### config.mk
export PLATFORM = sky130hd
export DESIGN_NAME = gain_sag_recovery_tracker
export DESIGN_NICKNAME = d
export VERILOG_FILES = /design/src/hw/rtl/gsrt_pkg.sv /design/src/hw/rtl/gsrt_mul.sv /design/src/hw/rtl/gsrt_core.sv /design/src/hw/rtl/gain_sag_recovery_tracker.sv
export SDC_FILE = /design/constraint.sdc
export NUM_CORES = 2
export LEC_CHECK = 0
export BUFFER_PORTS_ARGS = -buffer_cell sky130_fd_sc_hd__buf_2
export CORE_AREA = 3 3 394 435
export CTS_CLUSTER_SIZE = 12
export DETAILED_ROUTE_END_ITERATION = 10
export DIE_AREA = 0 0 397 438
export GPL_ROUTABILITY_DRIVEN = 0
export PLACE_DENSITY = 0.53
export SYNTH_ARGS = -nofsm -noshare
export SYNTH_HDL_FRONTEND = slang
export SYNTH_SLANG_ARGS = --single-unit
export TNS_END_PERCENT = 50
### constraint.sdc
create_clock -name clock -period 24.1 [get_ports clock]
set_input_delay 1.205 -clock clock [delete_from_list [all_inputs] [get_ports clock]]
set_output_delay 1.205 -clock clock [all_outputs]
set_load 0.01 [all_outputs]
### src/hw/rtl/gsrt_pkg.sv
// gsrt_pkg: widths, codes and shared types of the gain sag and recovery tracker
// no dependencies; imported by gsrt_mul, gsrt_core and gain_sag_recovery_tracker
package gsrt_pkg;

   localparam int TIME_BITS      = 32;
   localparam int GAIN_FRAC_BITS = 32;
   localparam int DROP_FRAC_BITS = 24;
   localparam int DECAY_BITS     = 32;

   localparam int GAIN_BITS  = GAIN_FRAC_BITS + 1;
   localparam int KEEP_BITS  = DROP_FRAC_BITS + 1;
   localparam int MUL_A_BITS = (GAIN_BITS > DECAY_BITS) ? GAIN_BITS : DECAY_BITS;
   localparam int MUL_B_BITS = (KEEP_BITS > DECAY_BITS) ? KEEP_BITS : DECAY_BITS;
   localparam int PROD_BITS  = MUL_A_BITS + MUL_B_BITS;

   localparam logic [DECAY_BITS-1:0] DECAY_RESET = DECAY_BITS'(64'd4280079626);
   localparam logic [GAIN_BITS-1:0]  GAIN_ONE    = {1'b1, {GAIN_FRAC_BITS{1'b0}}};
   localparam logic [KEEP_BITS-1:0]  KEEP_ONE    = {1'b1, {DROP_FRAC_BITS{1'b0}}};

   localparam logic OP_PULSE = 1'b0;
   localparam logic OP_QUERY = 1'b1;

   typedef enum logic [1:0] {
      ST_IDLE,
      ST_STEP,
      ST_DROP,
      ST_FINISH
   } gsrt_state_type;

   typedef enum logic {
      SHIFT_DECAY,
      SHIFT_DROP
   } gsrt_shift_type;

   typedef struct packed {
      logic [MUL_A_BITS-1:0] a;
      logic [MUL_B_BITS-1:0] b;
      gsrt_shift_type        shift_sel;
   } gsrt_mul_op_type;

   typedef struct packed {
      logic                      opcode;
      logic [TIME_BITS-1:0]      event_time;
      logic [DROP_FRAC_BITS-1:0] drop_fraction;
   } gsrt_item_type;

   typedef struct packed {
      logic [GAIN_BITS-1:0] gain;
      logic                 order_error;
   } gsrt_result_type;

endpackage

### src/hw/rtl/gsrt_mul.sv
// gsrt_mul: the shared multiplier with its fixed-point alignment shift
// depends on gsrt_pkg; used by gsrt_core, result is registered by the caller
module gsrt_mul (
   input  gsrt_pkg::gsrt_mul_op_type            op,
   output logic [gsrt_pkg::MUL_A_BITS-1:0]      result
);
   import gsrt_pkg::*;

   logic [PROD_BITS-1:0] product;

   assign product = PROD_BITS'(op.a) * PROD_BITS'(op.b);

   // floor of the product, aligned to the fraction width of the b operand
   always_comb begin
      unique case (op.shift_sel)
         SHIFT_DECAY: result = MUL_A_BITS'(product >> DECAY_BITS);
         SHIFT_DROP:  result = MUL_A_BITS'(product >> DROP_FRAC_BITS);
         default:     result = '0;
      endcase
   end

endmodule

### src/hw/rtl/gsrt_core.sv
// gsrt_core: sequencer, tracker state and working registers around one multiplier
// depends on gsrt_pkg and gsrt_mul; instantiated by gain_sag_recovery_tracker
module gsrt_core (
   input  logic                                 clock,
   input  logic                                 reset,
   input  logic                                 start,
   input  gsrt_pkg::gsrt_item_type              item,
   input  logic [gsrt_pkg::DECAY_BITS-1:0]      decay_per_tick,
   input  logic                                 out_free,
   output logic                                 idle,
   output logic                                 done,
   output gsrt_pkg::gsrt_result_type            result
);
   import gsrt_pkg::*;

   gsrt_state_type state_ff, state_in;

   logic                      op_ff, op_in;
   logic [TIME_BITS-1:0]      time_ff, time_in;
   logic [KEEP_BITS-1:0]      keep_ff, keep_in;
   logic                      err_ff, err_in;
   logic [TIME_BITS-1:0]      elapsed_ff, elapsed_in;
   logic [DECAY_BITS-1:0]     base_ff, base_in;
   logic [GAIN_FRAC_BITS-1:0] work_d_ff, work_d_in;
   logic [GAIN_BITS-1:0]      work_g_ff, work_g_in;

   logic [GAIN_FRAC_BITS-1:0] deficit_ff, deficit_in;
   logic [TIME_BITS-1:0]      last_time_ff, last_time_in;
   logic                      pulse_seen_ff, pulse_seen_in;

   gsrt_mul_op_type        mul_op;
   logic [MUL_A_BITS-1:0]  mul_result;

   gsrt_mul u_mul (
      .op     (mul_op),
      .result (mul_result)
   );

   always_comb begin
      state_in      = state_ff;
      op_in         = op_ff;
      time_in       = time_ff;
      keep_in       = keep_ff;
      err_in        = err_ff;
      elapsed_in    = elapsed_ff;
      base_in       = base_ff;
      work_d_in     = work_d_ff;
      work_g_in     = work_g_ff;
      deficit_in    = deficit_ff;
      last_time_in  = last_time_ff;
      pulse_seen_in = pulse_seen_ff;
      mul_op.a         = MUL_A_BITS'(work_d_ff);
      mul_op.b         = MUL_B_BITS'(base_ff);
      mul_op.shift_sel = SHIFT_DECAY;
      idle = 1'b0;
      done = 1'b0;
      result.gain        = err_ff ? '0 : work_g_ff;
      result.order_error = err_ff;

      unique case (state_ff)
         ST_IDLE: begin
            idle = 1'b1;
            if (start) begin
               op_in      = item.opcode;
               time_in    = item.event_time;
               keep_in    = KEEP_ONE - KEEP_BITS'(item.drop_fraction);
               err_in     = item.event_time < last_time_ff;
               // no recovery before the first pulse
               elapsed_in = pulse_seen_ff ? item.event_time - last_time_ff : '0;
               base_in    = decay_per_tick;
               work_d_in  = deficit_ff;
               state_in   = (item.event_time < last_time_ff) ? ST_FINISH : ST_STEP;
            end
         end
         ST_STEP: begin
            // square-and-multiply, lsb first, one product per cycle
            if (elapsed_ff == '0) begin
               work_g_in = GAIN_ONE - GAIN_BITS'(work_d_ff);
               state_in  = (op_ff == OP_PULSE) ? ST_DROP : ST_FINISH;
            end else if (elapsed_ff[0]) begin
               mul_op.a   = MUL_A_BITS'(work_d_ff);
               mul_op.b   = MUL_B_BITS'(base_ff);
               work_d_in  = GAIN_FRAC_BITS'(mul_result);
               elapsed_in = {elapsed_ff[TIME_BITS-1:1], 1'b0};
            end else begin
               mul_op.a   = MUL_A_BITS'(base_ff);
               mul_op.b   = MUL_B_BITS'(base_ff);
               base_in    = DECAY_BITS'(mul_result);
               elapsed_in = elapsed_ff >> 1;
            end
         end
         ST_DROP: begin
            mul_op.a         = MUL_A_BITS'(work_g_ff);
            mul_op.b         = MUL_B_BITS'(keep_ff);
            mul_op.shift_sel = SHIFT_DROP;
            work_g_in        = GAIN_BITS'(mul_result);
            state_in         = ST_FINISH;
         end
         ST_FINISH: begin
            if (out_free) begin
               done     = 1'b1;
               state_in = ST_IDLE;
               if (!err_ff && op_ff == OP_PULSE) begin
                  // a gain of zero would need a deficit of one: saturate
                  deficit_in    = (work_g_ff == '0) ? '1
                                                    : GAIN_FRAC_BITS'(GAIN_ONE - work_g_ff);
                  last_time_in  = time_ff;
                  pulse_seen_in = 1'b1;
               end
            end
         end
         default: begin
            state_in = ST_IDLE;
         end
      endcase
   end

   always_ff @(posedge clock) begin
      if (reset) begin
         state_ff      <= ST_IDLE;
         deficit_ff    <= '0;
         last_time_ff  <= '0;
         pulse_seen_ff <= 1'b0;
      end else begin
         state_ff      <= state_in;
         deficit_ff    <= deficit_in;
         last_time_ff  <= last_time_in;
         pulse_seen_ff <= pulse_seen_in;
      end
   end

   always_ff @(posedge clock) begin
      op_ff      <= op_in;
      time_ff    <= time_in;
      keep_ff    <= keep_in;
      err_ff     <= err_in;
      elapsed_ff <= elapsed_in;
      base_ff    <= base_in;
      work_d_ff  <= work_d_in;
      work_g_ff  <= work_g_in;
   end

`ifndef SYNTHESIS
   a_busy_after_start: assert property (@(posedge clock) disable iff (reset)
      start && idle |=> !idle)
      else $error("core still idle after taking a word");

   a_err_zero_gain: assert property (@(posedge clock) disable iff (reset)
      done && result.order_error |-> result.gain == '0)
      else $error("out-of-order word reports nonzero gain");

   a_time_monotonic: assert property (@(posedge clock) disable iff (reset)
      !$past(reset) |-> last_time_ff >= $past(last_time_ff))
      else $error("last pulse time moved backward");

   a_elapsed_shrinks: assert property (@(posedge clock) disable iff (reset)
      !$past(reset) && state_ff == ST_STEP && $past(state_ff) == ST_STEP
      |-> elapsed_ff < $past(elapsed_ff))
      else $error("exponent walk made no progress");

   a_no_deficit_before_pulse: assert property (@(posedge clock) disable iff (reset)
      !pulse_seen_ff |-> deficit_ff == '0)
      else $error("deficit nonzero before first pulse");
`endif

endmodule

### src/hw/rtl/gain_sag_recovery_tracker.sv
// gain_sag_recovery_tracker: top level with register port, request intake and
// result register; depends on gsrt_pkg and gsrt_core
//
// usage:
//  req_ channel takes one word per item: opcode (pulse or query), event time in
//  ticks and, for a pulse, the relative drop. each word yields exactly one rsp_
//  word: the gain in unsigned Q1.32 and an order_error flag.
//  csr_ channel writes decay_per_tick (Q0.32); write it only while no word is
//  in flight. csr_ready is always high.
//  the exponent walk multiplies the deficit by the decay per set bit of the
//  elapsed time and squares the decay per bit below its top set bit, then a
//  closing step forms the gain; a pulse adds its drop step, and a hand-off step
//  follows. an out-of-order word skips the walk and goes to the hand-off. the
//  core has a single shared multiplier and takes no new word until the last is
//  through; req_ready is low while a word is worked.
//  a finished result sits in the output register; if rsp_ready is low the core
//  holds its result and takes no new word until the register frees.
//  reset: decay_per_tick returns to its default, the gain to one (no pulse
//  seen), last pulse time to zero, and the output register empties.
module gain_sag_recovery_tracker (
   input  logic                                 clock,
   input  logic                                 reset,
   input  logic                                 req_valid,
   output logic                                 req_ready,
   input  logic                                 req_opcode,
   input  logic [gsrt_pkg::TIME_BITS-1:0]       req_event_time,
   input  logic [gsrt_pkg::DROP_FRAC_BITS-1:0]  req_drop_fraction,
   output logic                                 rsp_valid,
   input  logic                                 rsp_ready,
   output logic [gsrt_pkg::GAIN_BITS-1:0]       rsp_gain,
   output logic                                 rsp_order_error,
   input  logic                                 csr_valid,
   output logic                                 csr_ready,
   input  logic [gsrt_pkg::DECAY_BITS-1:0]      csr_decay_per_tick
);
   import gsrt_pkg::*;

   logic [DECAY_BITS-1:0] decay_ff, decay_in;
   logic                  rsp_valid_ff, rsp_valid_in;
   gsrt_result_type       rsp_word_ff, rsp_word_in;

   gsrt_item_type   item;
   gsrt_result_type core_result;
   logic            core_idle;
   logic            core_done;
   logic            out_free;

   assign item.opcode        = req_opcode;
   assign item.event_time    = req_event_time;
   assign item.drop_fraction = req_drop_fraction;

   assign out_free  = !rsp_valid_ff || rsp_ready;
   assign req_ready = core_idle;
   assign csr_ready = 1'b1;

   gsrt_core u_core (
      .clock          (clock),
      .reset          (reset),
      .start          (req_valid && core_idle),
      .item           (item),
      .decay_per_tick (decay_ff),
      .out_free       (out_free),
      .idle           (core_idle),
      .done           (core_done),
      .result         (core_result)
   );

   always_comb begin
      decay_in     = csr_valid ? csr_decay_per_tick : decay_ff;
      rsp_valid_in = rsp_valid_ff;
      rsp_word_in  = rsp_word_ff;
      if (core_done) begin
         rsp_valid_in = 1'b1;
         rsp_word_in  = core_result;
      end else if (rsp_ready) begin
         rsp_valid_in = 1'b0;
      end
   end

   always_ff @(posedge clock) begin
      if (reset) begin
         decay_ff     <= DECAY_RESET;
         rsp_valid_ff <= 1'b0;
      end else begin
         decay_ff     <= decay_in;
         rsp_valid_ff <= rsp_valid_in;
      end
   end

   always_ff @(posedge clock) begin
      rsp_word_ff <= rsp_word_in;
   end

   assign rsp_valid       = rsp_valid_ff;
   assign rsp_gain        = rsp_word_ff.gain;
   assign rsp_order_error = rsp_word_ff.order_error;

endmodule
=== Yosys cells after proc, flatten, opt, wreduce, memory -nomap -nowiden ===
Index checks and enable logic that the tools add are counted.

* Output and inout bits: 37
* Bits of input ports: 94
* Logic and storage cells: 84
* Register bits after elaboration: 322

* Equality and inequality tests: 9
* Multiply operators: 1
* Reductions and logical operators: 18
* $lt $le $gt $ge: 1
* $add $sub $neg: 4
* Muxes and demuxes: 32
* Bitwise gates (word level): 2

{| class="wikitable"
|+ Operators by type and width
! operator !! number
|-
| 2-to-1 mux 32 bit || 11
|-
| case mux 32 bit (2 select lines) || 3
|-
| case mux 33 bit (2 select lines) || 2
|-
| case mux 65 bit (2 select lines) || 1
|-
| 2-to-1 mux 64 bit || 2
|-
| multiplier 33 x 32 -> 65 bit || 1
|-
| logical NOT 33 bit || 1
|-
| 2-to-1 mux 33 bit || 1
|-
| subtractor 33 x 32 -> 33 bit (first input constant) || 1
|-
| logical NOT 32 bit || 1
|-
| < comparator 32 bit || 1
|-
| subtractor 1 x 32 -> 32 bit (first input constant) || 1
|-
| subtractor 32 bit || 1
|-
| subtractor 25 x 24 -> 25 bit (first input constant) || 1
|-
| AND reduction 3 bit || 3
|-
| 2-to-1 mux 2 bit || 4
|-
| case mux 2 bit (4 select lines) || 1
|-
| AND reduction 4 bit || 2
|-
| 2-to-1 mux 1 bit || 7
|-
| != test 2 x 1 -> 1 bit (second input constant) || 3
|-
| != test 2 bit (second input constant) || 3
|-
| nonzero test 2 bit || 3
|-
| == test 2 bit (second input constant) || 2
|-
| AND reduction 2 bit || 2
|-
| 6 further kinds || 9
|}

=== Longest topological paths before layout ===
* Depth in word-level cells: 8
* Depth in mapped cells: 37
* Mapped depth without buffers: 33

=== Modules after synthesis ===
Synthesis repeated with hierarchy kept, for this count alone.

* Cells, all modules: 5429
* Area total of the unflattened synthesis: 50289.5 um^2

{| class="wikitable"
|+ By module, submodules not included
! module !! cells each !! area an instance (um^2) !! instances !! sequential area each (um^2)
|-
| gsrt_mul || 3798 || 33863.7 || 1 || 0.0
|-
| gsrt_core || 1485 || 14168.6 || 1 || 6986.7
|-
| gain_sag_recovery_tracker || 146 || 2257.2 || 1 || 1681.6
|}

=== Worst setup path before layout ===
OpenSTA, ideal clock, no wires.

* Path kind: register -> register
* Start point: reg u_core.elapsed_ff[0]
* End point: reg u_core.base_ff[28] (data pin)
* Cell stages (with the launch flop): 35
* Arrival time: 8935 ps
* Period minus slack after synthesis: 9198 ps
* Data required time: 23838 ps
* Setup slack: 14902 ps
* Library setup time: 262 ps
* Buffers on the path: 3
* Path through: edfxtp_1 -> nor4_1 -> nand4_1 -> nor2_4 -> or2_1 -> clkbuf_1 -> nor2_1 -> buf_2 -> a22o_1 -> a221oi_1 -> clkbuf_1 -> nor2_1 -> fa_1 -> fa_1 -> fa_1 -> inv_1 -> fa_1 -> inv_1 -> fa_1 -> inv_1 -> fa_1 -> inv_1 -> fa_1 -> fa_1 -> ha_1 -> nand2_1 -> nor2_1 -> nand3_1 -> or4_1 -> a211oi_1 -> o211ai_1 -> and2_1 -> o21ai_2 -> mux2i_1 -> a21oi_1

* Word-level cells in the longest chain between the ends: 8
* Elaborated cells between the ends (all ways): 9
* Classes of those cells: mul (1); mux (7); reduce/logical (1)

{| class="wikitable"
|+ RTL lines
! item !! line !! source
|-
| start, declared || gsrt_core.sv:22 || <nowiki>logic [TIME_BITS-1:0] elapsed_ff, elapsed_in;</nowiki>
|-
| start signal, assigned || gsrt_core.sv:137 || <nowiki>elapsed_ff <= elapsed_in;</nowiki>
|-
| logical NOT 32 bit / 2-to-1 mux 64 bit (equally long branches) || gsrt_core.sv:77, gsrt_core.sv:80 ||
|-
| 2-to-1 mux 64 bit (*) || gsrt_core.sv:77 || <nowiki>if (elapsed_ff == '0) begin</nowiki>
|-
| case mux 65 bit (2 select lines) (*) || gsrt_core.sv:60 || <nowiki>unique case (state_ff)</nowiki>
|-
| multiplier 33 x 32 -> 65 bit (*) || gsrt_mul.sv:11 || <nowiki>assign product = PROD_BITS'(op.a) * PROD_BITS'(op.b);</nowiki>
|-
| case mux 33 bit (2 select lines) (*) || gsrt_mul.sv:15 || <nowiki>unique case (op.shift_sel)</nowiki>
|-
| 2-to-1 mux 32 bit (*) || gsrt_core.sv:80 || <nowiki>end else if (elapsed_ff[0]) begin</nowiki>
|-
| 2-to-1 mux 32 bit (*) || gsrt_core.sv:77 ||
|-
| case mux 32 bit (2 select lines) (*) || gsrt_core.sv:60 ||
|-
| net u_core.base_in[28] || gsrt_core.sv:23 || <nowiki>logic [DECAY_BITS-1:0] base_ff, base_in;</nowiki>
|-
| end signal, assigned || gsrt_core.sv:138 || <nowiki>base_ff <= base_in;</nowiki>
|-
| end, declared || gsrt_core.sv:23 ||
|}

The timed path passes the listed nets; every way through them passes the cells marked *. The select of a mux whose other input is x is not followed.
A chain may end at the register's enable or synchronous reset.

=== Worst setup path after layout ===
* Start point: reg u_core.elapsed_ff[0]
* End point: reg u_core.base_ff[24] (data pin)

Same word-level chain as after synthesis.

==> flow_metrics.py <==
metrics = {
    "outcome": {
        "status": "finished clean",
    },
    "die": {
        "ios": 131,
        "start_util": 0.2998,
        "die_w_um": 397,
        "dieArea_um2": 173900,
        "die_y_um": 438,
        "core_area_um2": 166800,
        "rows": 157,
    },
    "clock_network": {
        "cts-htree-levels": 2,
        "insertion_delay_ns": 0.61,
        "post_cts_buffers": 0,
        "cts_tree": "done",
        "cts_buffers": 37,
        "cts-resized-gates": 0,
        "clock-root-buffer": "clkbuf_16",
        "clk_path_buf_depth": 3,
        "cts.clk_slew.worst_paths_ns": 0.06,
        "cts_sinks": 322,
        "ctsHoldBuffers": 0,
    },
    "setup_path": {
        "max_stage_delay_ns": 0.58,
        "cp-start-kind": "flip-flop",
        "critPathKind": "reg2reg",
        "cp_common_cell": "fa_1",
        "critical_path.endpoint_type": "flip-flop",
        "crit_fanout": 31,
        "cp_slowest_cell": "fa_1",
        "arrival_ns": 11.39,
        "worstPathRequired_ns": 24.38,
    },
    "sta": {
        "finalSetupTns_ns": 0,
        "period_share": 0.4610,
        "slew_violations": 0,
        "fmax_mhz": 90.01,
        "slew_headroom": 0.1740,
        "hold_viol": 0,
        "final-setup-viol-count": 0,
        "rsz0062_at_grt": "no",
        "finalClockSkew_ns": 0.05473,
        "tightest_slew_ns": 1.239,
        "period_minus_slack_ns": 11.11,
    },
    "drt": {
        "totalWireLength_um": 185800,
        "wl_met1_um": 73980,
        "ant_nets": 0,
        "route.vias.total": 40240,
        "drc": 0,
        "wl_met2_um": 84420,
        "drt_iter0_markers": 3748,
        "drt-vias-per-instance": 5.189,
        "routedWlPerCell_um": 23.96,
        "dr_wl_met3_um": 17570,
        "top_layer": "met5",
        "first_pass_iters": 6,
    },
    "global_routing": {
        "grt_pass1_vias": 42020,
        "grt_pass1_wl_um": 276000,
        "grtUsageTotal": 0.2138,
        "antenna_found_initial": 3,
        "overflow": 0,
        "grt_max_degree": 68,
    },
    "finish": {
        "post-route-util": 0.3289,
        "layout_common_cells": "956 x inv_1, 925 x fa_1, 769 x nor2_1",
        "nets": 6811,
        "design_area_um2": 54850,
        "area_delta_synth_final_pct": 9.716,
        "final_common_cell": "inv_1",
        "num-fill-cells": 17270,
        "final_layout_size_suffix_gt1_frac": 0.07311,
    },
    "logic_synthesis": {
        "synth.mux.area_fraction": 0.01179,
        "yosys.area_share.xor_xnor": 0.02435,
        "synth_edf_count": 222,
        "synth-simple-area-share": 0.1545,
        "synth_ff_type": "edfxtp_1",
        "synth_top_area_share": 0.3704,
        "syn_inst": 5516,
        "synth_top_cell_by_area": "fa_1",
        "synth_top_family_by_area": "adder cells",
        "syn-mean-instance-area_um2": 9.063,
        "yosys.cell_types.count": 94,
        "synth_nets": 6829,
        "synth_compound_area_frac": 0.09683,
        "postSynth.asyncResetShare": 0,
        "synthAdderAreaFrac": 0.4440,
        "ys_top_cells_by_area": "fa_1 37%, edfxtp_1 13%, ha_1 7.4%, inv_1 7.2%, nor2_1 5.8%",
        "yosysSeqAreaShare": 0.1734,
        "synth_warnings": 0,
        "synthesis.area_um2": 49990,
        "ys_ff_latch": 322,
    },
    "run": {
        "maxCapViolCount": 0,
    },
    "place": {
        "portBuffers": 129,
        "dpl.hpwl_um": 141700,
        "dpl_cell_area_um2": 53580,
    },
    "min_path": {
        "hold_path_class": "reg2reg",
    },
}
==> final timing paths <==
kind | from | cells after the start | endpoint | slack (ns)
setup reg to reg | u_core.elapsed_ff[0] | 31 | u_core.base_ff[24] | 12.99
hold / removal | u_core.last_time_ff[9] | 2 | u_core.last_time_ff[9] | 0.45
setup / recovery | u_core.elapsed_ff[0] | 31 | u_core.base_ff[24] | 12.99
hold reg to reg | u_core.last_time_ff[9] | 2 | u_core.last_time_ff[9] | 0.45
==> Yosys cell counts (21+ instances only) <==
cell type and instances:
xnor2_1 68, edfxtp_1 222, a21o_1 73, a22oi_1 28, nor4_1 26, nor2b_1 75
a221o_1 35, mux2i_1 53, nor3_1 53, a31oi_1 28, or3_1 21, inv_1 956
fa_1 925, ha_1 294, nand3_1 49, o21a_1 24, nand4_1 22, xor2_1 71
a221oi_1 25, a22o_1 55, dfxtp_1 100, nand2_1 679, nor2_1 772, o21ai_0 135
and2_1 26, buf_1 24, a21oi_1 173, clkbuf_1 277
==> routing by layer <==
| metal | up-vias | global-route usage |
|---|---|---|
| met5 | - | 0 |
| met4 | 4 | 0.09428 |
| met3 | 406 | 0.04542 |
| met2 | 1826 | 0.3416 |
| met1 | 20700 | 0.2784 |
| li1 | 17300 | - |
==> cell families after synthesis <==
family | Yosys count
and+or+nand+nor | 1811
buffers and inverters | 1264
adders and majority gates | 1219
AOI/OAI and AO/OA | 702
DFF | 322
xor gates and xnor gates | 139
muxes | 58
other | 1
==> worst max-delay path, delay by kind of cell, from the launching register on <==
kind                     cells  cell delay [ns]
AND/OR/NAND/NOR              6             1.17
adder cells (fa/ha/maj)      9             4.53
AO/OA/AOI/OAI               10             2.74
buffers and inverters        5             1.25
flip-flops                   1             0.51
multiplexers                 1             0.48
==> stage by stage <==
step           hold slack, ns  instances  setup WS, ns
6_report               0.4517       7754         12.99
5_1_grt                0.4741       7752         12.53
4_1_cts                0.4556       7752         13.09
3_5_place_dp           0.4477       7685         13.16
3_3_place_gp           0.4424       7685         13.26
2_1_floorplan          0.4320       5516         14.90
==> flip-flops by register name (all words and copies together), names as in the netlist <==
register,cells
decay_ff,32
rsp_gain,33
rsp_order_error,1
rsp_valid,1
u_core.base_ff,32
u_core.deficit_ff,32
u_core.elapsed_ff,32
u_core.err_ff,1
u_core.keep_ff,25
u_core.last_time_ff,32
u_core.op_ff,1
u_core.pulse_seen_ff,1
u_core.state_ff,2
u_core.time_ff,32
u_core.work_d_ff,32
u_core.work_g_ff,33
==> final cells by class <==
cell class	instances	area, µm²	area share
Sequential cell	322	8668	0.1580
Timing Repair Buffer	250	1554	0.02833
Clock buffer	54	1071	0.01953
Clock inverter	13	196.4	0.003581
Inverter	957	3592	0.06549
Antenna cell	2	5.005	0.00009125
Tap cell	2226	2785	0.05078
Multi-Input combinational cell	3930	36980	0.6742
Power is left out: the tool's default activity adds up to more than one toggle a clock period on the data nets, which glitch-free logic cannot reach.
